$ cat src/rtl/gwwb_pkg.sv
// Package: command and status codes, payload structs and state types for grey-world white balance.
package gwwb_pkg;

    localparam logic [1:0] CMD_CLEAR = 2'd0;
    localparam logic [1:0] CMD_ACCUM = 2'd1;

    localparam logic [1:0] STAT_CLEARED = 2'd0;
    localparam logic [1:0] STAT_ACCUM   = 2'd1;
    localparam logic [1:0] STAT_APPLIED = 2'd2;
    localparam logic [1:0] STAT_DROPPED = 2'd3;

    typedef struct packed {
        logic [1:0]  cmd;
        logic [15:0] chan0_in;
        logic [15:0] chan1_in;
        logic [15:0] chan2_in;
    } in_item_t;

    typedef struct packed {
        logic [15:0] chan0_out;
        logic [15:0] chan1_out;
        logic [15:0] chan2_out;
        logic [1:0]  status;
    } out_item_t;

    typedef enum logic [1:0] {
        LN_IDLE,
        LN_MUL,
        LN_DIV,
        LN_DONE
    } lane_state_t;

    typedef enum logic {
        ST_IDLE,
        ST_BUSY
    } top_state_t;

endpackage

$ cat src/rtl/gwwb_lane.sv
// One channel lane: gain product, then restoring bit-serial division with round and clamp.
module gwwb_lane #(
    parameter int PIXEL_BITS = 16,
    parameter int SUM_BITS   = 40
) (
    input  logic                  aclk,
    input  logic                  aresetn,
    input  logic                  start,
    input  logic [PIXEL_BITS-1:0] pix_in,
    input  logic [SUM_BITS+1:0]   total_in,
    input  logic [SUM_BITS-1:0]   sum_in,
    output logic                  done,
    output logic [PIXEL_BITS-1:0] result
);
    localparam int NW = PIXEL_BITS + SUM_BITS + 4;
    localparam int DW = SUM_BITS + 3;
    localparam int CW = $clog2(NW + 1);

    gwwb_pkg::lane_state_t state_reg, state_next;
    logic [PIXEL_BITS-1:0] pix_reg, q_reg, q_next;
    logic [SUM_BITS+1:0]   tot_reg;
    logic [SUM_BITS-1:0]   sum_reg;
    logic [NW-1:0]         num_reg, num_next;
    logic [DW-1:0]         rem_reg, rem_next, div_w;
    logic [CW-1:0]         cnt_reg, cnt_next;
    logic                  sat_reg, sat_next;
    logic [PIXEL_BITS+SUM_BITS+1:0] prod;
    logic [DW:0]           rem_sh;
    logic                  qb;
    logic [PIXEL_BITS:0]   qn;

    assign prod   = pix_reg * tot_reg;
    assign div_w  = {sum_reg, 3'b000} - {2'b00, sum_reg, 1'b0};
    assign rem_sh = {rem_reg, num_reg[NW-1]};
    assign qb     = rem_sh >= {1'b0, div_w};
    assign qn     = {q_reg, qb};

    always_comb begin
        state_next = state_reg;
        case (state_reg)
            gwwb_pkg::LN_IDLE: if (start) state_next = gwwb_pkg::LN_MUL;
            gwwb_pkg::LN_MUL:  state_next = gwwb_pkg::LN_DIV;
            gwwb_pkg::LN_DIV:  if (cnt_reg == CW'(1)) state_next = gwwb_pkg::LN_DONE;
            gwwb_pkg::LN_DONE: if (start) state_next = gwwb_pkg::LN_MUL;
            default:           state_next = gwwb_pkg::LN_IDLE;
        endcase
    end

    always_comb begin
        num_next = num_reg;
        rem_next = rem_reg;
        q_next   = q_reg;
        sat_next = sat_reg;
        cnt_next = cnt_reg;
        case (state_reg)
            gwwb_pkg::LN_MUL: begin
                num_next = {prod, 1'b0} + NW'({sum_reg, 1'b0}) + NW'(sum_reg);
                rem_next = '0;
                q_next   = '0;
                sat_next = 1'b0;
                cnt_next = CW'(NW);
            end
            gwwb_pkg::LN_DIV: begin
                num_next = {num_reg[NW-2:0], 1'b0};
                rem_next = qb ? DW'(rem_sh - {1'b0, div_w}) : rem_sh[DW-1:0];
                cnt_next = cnt_reg - CW'(1);
                if (!sat_reg) begin
                    if (qn[PIXEL_BITS]) sat_next = 1'b1;
                    else q_next = qn[PIXEL_BITS-1:0];
                end
            end
            default: ;
        endcase
    end

    always_ff @(posedge aclk) begin
        if (!aresetn) state_reg <= gwwb_pkg::LN_IDLE;
        else state_reg <= state_next;
        if (start) begin
            pix_reg <= pix_in;
            tot_reg <= total_in;
            sum_reg <= sum_in;
        end
        num_reg <= num_next;
        rem_reg <= rem_next;
        q_reg   <= q_next;
        sat_reg <= sat_next;
        cnt_reg <= cnt_next;
    end

    assign done   = state_reg == gwwb_pkg::LN_DONE;
    assign result = (sum_reg == '0) ? '0 : (sat_reg ? '1 : q_reg);
endmodule

$ cat config.mk
export PLATFORM = sky130hd
export DESIGN_NAME = gwwb_lane
export DESIGN_NICKNAME = d
export VERILOG_FILES = /design/src/rtl/gwwb_pkg.sv /design/src/rtl/gwwb_lane.sv
export SDC_FILE = /design/constraint.sdc
export NUM_CORES = 2
export LEC_CHECK = 0
export BUFFER_PORTS_ARGS = -buffer_cell sky130_fd_sc_hd__buf_2
export CAP_MARGIN = 20
export CELL_PAD_IN_SITES_DETAIL_PLACEMENT = 0
export CELL_PAD_IN_SITES_GLOBAL_PLACEMENT = 2
export CORE_MARGIN = 2
export CORE_UTILIZATION = 35
export CTS_CLUSTER_DIAMETER = 120
export DETAILED_ROUTE_END_ITERATION = 7
export GPL_ROUTABILITY_DRIVEN = 1
export PLACE_DENSITY = 0.74
export SLEW_MARGIN = 20
export SYNTH_ARGS = -nofsm -noshare
export SYNTH_HDL_FRONTEND = slang
export SYNTH_SLANG_ARGS = --single-unit
$ cat constraint.sdc
create_clock -name aclk -period 21.6 [get_ports aclk]
set_input_delay 2.16 -clock aclk [delete_from_list [all_inputs] [get_ports aclk]]
set_output_delay 2.16 -clock aclk [all_outputs]
set_load 0.02 [all_outputs]
== After elaboration in Yosys (flattened, before gate mapping) ==
Index checks and enable logic that the tools add are counted.

* Word-level logic and storage cells: 47
* Bits in registers: 226
* Output and inout bits: 17
* Input bits: 101

* Magnitude comparators: 1
* Reductions and logical operators: 7
* Eq/ne operators: 8
* Multiplexer cells: 15
* Add/sub/neg operators: 5
* $mul: 1

{| class="wikitable"
|+ Operator list
! kind !! number
|-
| $pmux 60 s2 || 1
|-
| $pmux 43 s2 || 1
|-
| $mux 16 || 4
|-
| $add 59x41->60 || 1
|-
| $add 60x40->60 || 1
|-
| $mul 16x42->58 || 1
|-
| $ge 44x43->1 || 1
|-
| $mux 43 || 1
|-
| $sub 43x41->43 || 1
|-
| $sub 43x43->43 || 1
|-
| $logic_not 40->1 || 1
|-
| $pmux 16 s2 || 1
|-
| $pmux 6 s2 || 1
|-
| $eq 6x1->1 const B || 1
|-
| $ne 2x2->1 const B || 3
|-
| $pmux 2 s3 || 1
|-
| $sub 6x1->6 const B || 1
|-
| $eq 2x2->1 const B || 2
|-
| $mux 2 || 2
|-
| $reduce_and 2->1 || 2
|-
| $reduce_and 3->1 || 1
|-
| $eq 2x1->1 const B || 1
|-
| $logic_not 2->1 || 1
|-
| $mux 1 || 2
|-
| 4 further kinds || 4
|}

== Depth between registers and ports, before layout ==
* Depth after elaboration: 5
* Gate-level depth with buffers: 40
* Gate-level depth less buffers: 38

== Least setup slack after synthesis ==
OpenSTA, ideal clock, no wires.

* Path kind: register to register
* Start point: reg tot_reg[11]
* End point: reg num_reg[55], data pin
* Path buffers: 2
* Period minus slack after synthesis: 8.906 ns
* Path slack: 12.694 ns
* Data arrival time: 8.642 ns
* Cell stages (with the launch flop): 36
* Path through: edfxtp_1 -> clkbuf_1 -> nand2_1 -> fa_1 -> fa_1 -> fa_1 -> inv_1 -> fa_1 -> fa_1 -> inv_1 -> fa_1 -> inv_1 -> ha_1 -> nand2_1 -> o21bai_1 -> a21oi_1 -> nor2_1 -> a311o_1 -> nand2_1 -> a31o_2 -> a21o_1 -> a21oi_1 -> xnor2_1 -> fa_1 -> ha_1 -> clkbuf_1 -> and3_1 -> nand2_1 -> or4_1 -> o21ba_2 -> o21ai_0 -> and2_1 -> nand4b_1 -> nor3_1 -> xnor2_1 -> o21ai_1

* Cells in the longest elaborated chain, start to end: 4

{| class="wikitable"
|+ RTL lines
! what !! line !! text
|-
| start, declared || gwwb_lane.sv:21 || <nowiki>logic [SUM_BITS+1:0] tot_reg;</nowiki>
|-
| start signal, assigned || gwwb_lane.sv:81 || <nowiki>tot_reg <= total_in;</nowiki>
|-
| $mul 16x42->58 || gwwb_lane.sv:32 || <nowiki>assign prod = pix_reg * tot_reg;</nowiki>
|-
| $add 59x41->60 || gwwb_lane.sv:57 || <nowiki>num_next = {prod, 1'b0} + NW'({sum_reg, 1'b0}) + NW'(sum_reg);</nowiki>
|-
| $add 60x40->60 || gwwb_lane.sv:57 ||
|-
| $pmux 60 s2 || gwwb_lane.sv:55 || <nowiki>case (state_reg)</nowiki>
|-
| via num_next[55] || gwwb_lane.sv:23 || <nowiki>logic [NW-1:0] num_reg, num_next;</nowiki>
|-
| end signal, assigned || gwwb_lane.sv:84 || <nowiki>num_reg <= num_next;</nowiki>
|-
| end, declared || gwwb_lane.sv:23 ||
|}

The timed path passes the listed nets, and every way through them passes these cells.
A chain may end at the register's enable or synchronous reset.

== Worst setup path in the final report ==
* Start point: reg tot_reg[10]
* End point: reg num_reg[58], data pin

Same word-level chain as after synthesis.

==> results.toml <==
[clock_tree]
cts.sinks = 226
cts_htree_levels = 2
cts_resized = 0
postCtsHoldBufs = 0
insertion_delay_ns = 0.59
postCtsSetupBuffers = 0
tritoncts = "built"
cts-root-buf = "clkbuf_16"
path_clk_slew_ns = 0.05
clockBufferDepth = 3
numCtsBuffers = 35

[setup_path]
crit_top_cell = "fa_1"
path_max_fanout = 16
reg2reg_slack_ns = 11.20
end_kind = "register"
worstSetupPathType = "reg2reg"
crit_path_max_incr_delay_ns = 0.87
worstPathRequired_ns = 21.92
cp_slowest_cell = "edfxtp_1"
crit_path_start_kind = "register"
worstPathArrival_ns = 10.72

[sta]
grt_setup_unrepaired = "false"
maxSlewHeadroom = 0.3635
skew_ns = 0.02587
setup_viol_count_final = 0
period_minus_slack_ns = 10.40
slew_violations = 0
hold_violations = 0
timing.setup.tns_ns = 0
fmax_mhz = 96.18
max_slew.worst_pin.slew_ns = 0.9548
min_period_over_period = 0.4814

[global_route]
grt_first_pass_wirelength_mm = 169.2
grt_max_degree = 80
overflow = 0
grt_pass1_vias = 29400
grt_antenna_before_repair = 0
grt_usage = 0.2011

[synthesis]
synth_warnings = 0
synth_edf_count = 224
netlist_area_sq_mm = 0.03744
ys_async_sr_fraction = 0
syn-instance-count = 4104
ys_seq_area_frac = 0.1807
ys.flop_type = "edfxtp_1"
synth_area_per_cell_sq_um = 9.123
ys_ff_latch = 226
yosysUniqueCellTypes = 83
synthesis.nets = 5081

[finish]
final_nets = 5107
layout-drive-gt1-share = 0.05895
fill_cells = 10830
n_antenna_cell = 0
area_growth_syn_to_layout_pct = 8.385
largest_register_ffs = 60
multi_input_area_sq_mm = 0.02741
seq_area_sq_mm = 0.006766
fin_util = 0.3839

[die]
rows = 119
fp.dieH_um = 331.1
core-area_sq_mm = 0.1057
initial_core_util = 0.3542
die_area_sq_mm = 0.1096
die_w_um = 331.1
io_pins = 118

[route]
drtAntennaViolNets = 0
route.layer.met1.wl_mm = 48.07
drt_iter0_drc = 1446
dr.pass1.iters = 5
dr_wl_met3_mm = 4.103
highest_layer = "met4"
vias = 27830
viasPerCell = 5.017
wl_met2_mm = 53.12
wl_mm = 108.0
drc_errors = 0
wl_per_cell_um = 19.47

[run_status]
outcome = "completed"

[place]
routabilityCongestion = 0.8248
io_buffers = 117
dp_hpwl_mm = 81.66

[job]
cap_violations = 0

[min_path]
hold_path_class = "reg2reg"
synth_stat cells (24+ instances only):
cell type,instances,area (sq um)
inv_1,709,2661
nand2_1,651,2444
fa_1,599,11990
ha_1,277,3466
and2_1,226,1414
edfxtp_1,224,6726
a21oi_1,191,955.9
clkbuf_1,162,608.1
nor2_1,154,578.1
o21ai_0,148,740.7
xnor2_1,106,928.4
a21o_1,100,750.7
xor2_1,74,648.1
nor3_1,42,210.2
nand3_1,40,200.2
o21a_1,37,277.8
nand4_1,32,200.2
o21bai_1,27,202.7
mux2i_1,26,260.3
and3_1,24,150.1
cells in the final DEF, fill, tap and decap left out, types with 9 or more instances in the layout:
cell type,instances
o21a_1,37
nand3_1,40
a21o_1,100
nor2_1,153
nand4_1,32
nor2b_1,21
buf_4,40
buf_2,116
and2_1,226
a211oi_1,23
o211ai_1,13
o31ai_1,10
o21bai_1,27
nand2_1,651
nor3_1,42
a31oi_1,22
ha_1,276
fa_1,599
edfxtp_1,224
xor2_1,74
clkbuf_16,36
and3_1,24
mux2i_1,26
a21oi_1,191
xnor2_1,106
nand2b_1,23
o21ai_0,147
nor4_1,9
inv_1,707
area by class of cell:
cell class / count / area share
multi-input combinational: 3002 / 0.6755
timing repair buffer: 156 / 0.02171
inverter: 709 / 0.06564
clock buffer: 42 / 0.02275
sequential: 226 / 0.1667
tap: 1391 / 0.04289
clock inverter: 21 / 0.004717
cell families (layout without fill, tap and decap cells):
group                      after synthesis  count (layout)  synth area share
muxes                                   30              30          0.008254
DFF                                    226             226            0.1807
AOI/OAI and AO/OA                      652             652            0.1114
buffers and inverters                  876             928           0.08792
xor gates and xnor gates               180             180           0.04211
and+or+nand+nor                       1264            1264            0.1567
adders and majority gates              876             876            0.4128
worst paths after layout:
check                        startpoint  cells after the start                    end
setup reg to reg  tot_reg[10]$_DFFE_PP_                     32  num_reg[58]$_DFFE_PP_
setup / recovery  tot_reg[10]$_DFFE_PP_                     32  num_reg[58]$_DFFE_PP_
hold reg to reg   num_reg[44]$_DFFE_PP_                      2  num_reg[45]$_DFFE_PP_
hold / removal    num_reg[44]$_DFFE_PP_                      2  num_reg[45]$_DFFE_PP_
through the flow:
step                area [sq um]  cells  setup WS (ns)  hold WS [ns]
floorplan                  37440   4104          12.69        0.4927
global placement           39460   5484          11.48        0.5054
detailed placement         39460   5484          11.37        0.5156
CTS                        40570   5547          11.32        0.5179
global route               40580   5547          10.49        0.5492
finish                     40580   5547          11.20        0.5230
routing by layer:
layer | global-route usage | up-vias
li1 | - | 13180
met1 | 0.2691 | 14050
met2 | 0.3464 | 478
met3 | 0.02066 | 118
met4 | 0.05425 | 0
met5 | 0 | -
critical path: cells and delay by family, from the launching register on:
family / cells / cell delay [ns]
AO/OA/AOI/OAI: 7 / 2.32
adder cells (fa/ha/maj): 9 / 4.41
multiplexers: 1 / 0.27
AND/OR/NAND/NOR: 10 / 1.70
XOR/XNOR: 2 / 0.39
buffers and inverters: 3 / 0.17
flip-flops: 1 / 0.87
Power is not shown: default switching activity piles up to over one toggle a cycle in this logic, so the estimate is an artifact.
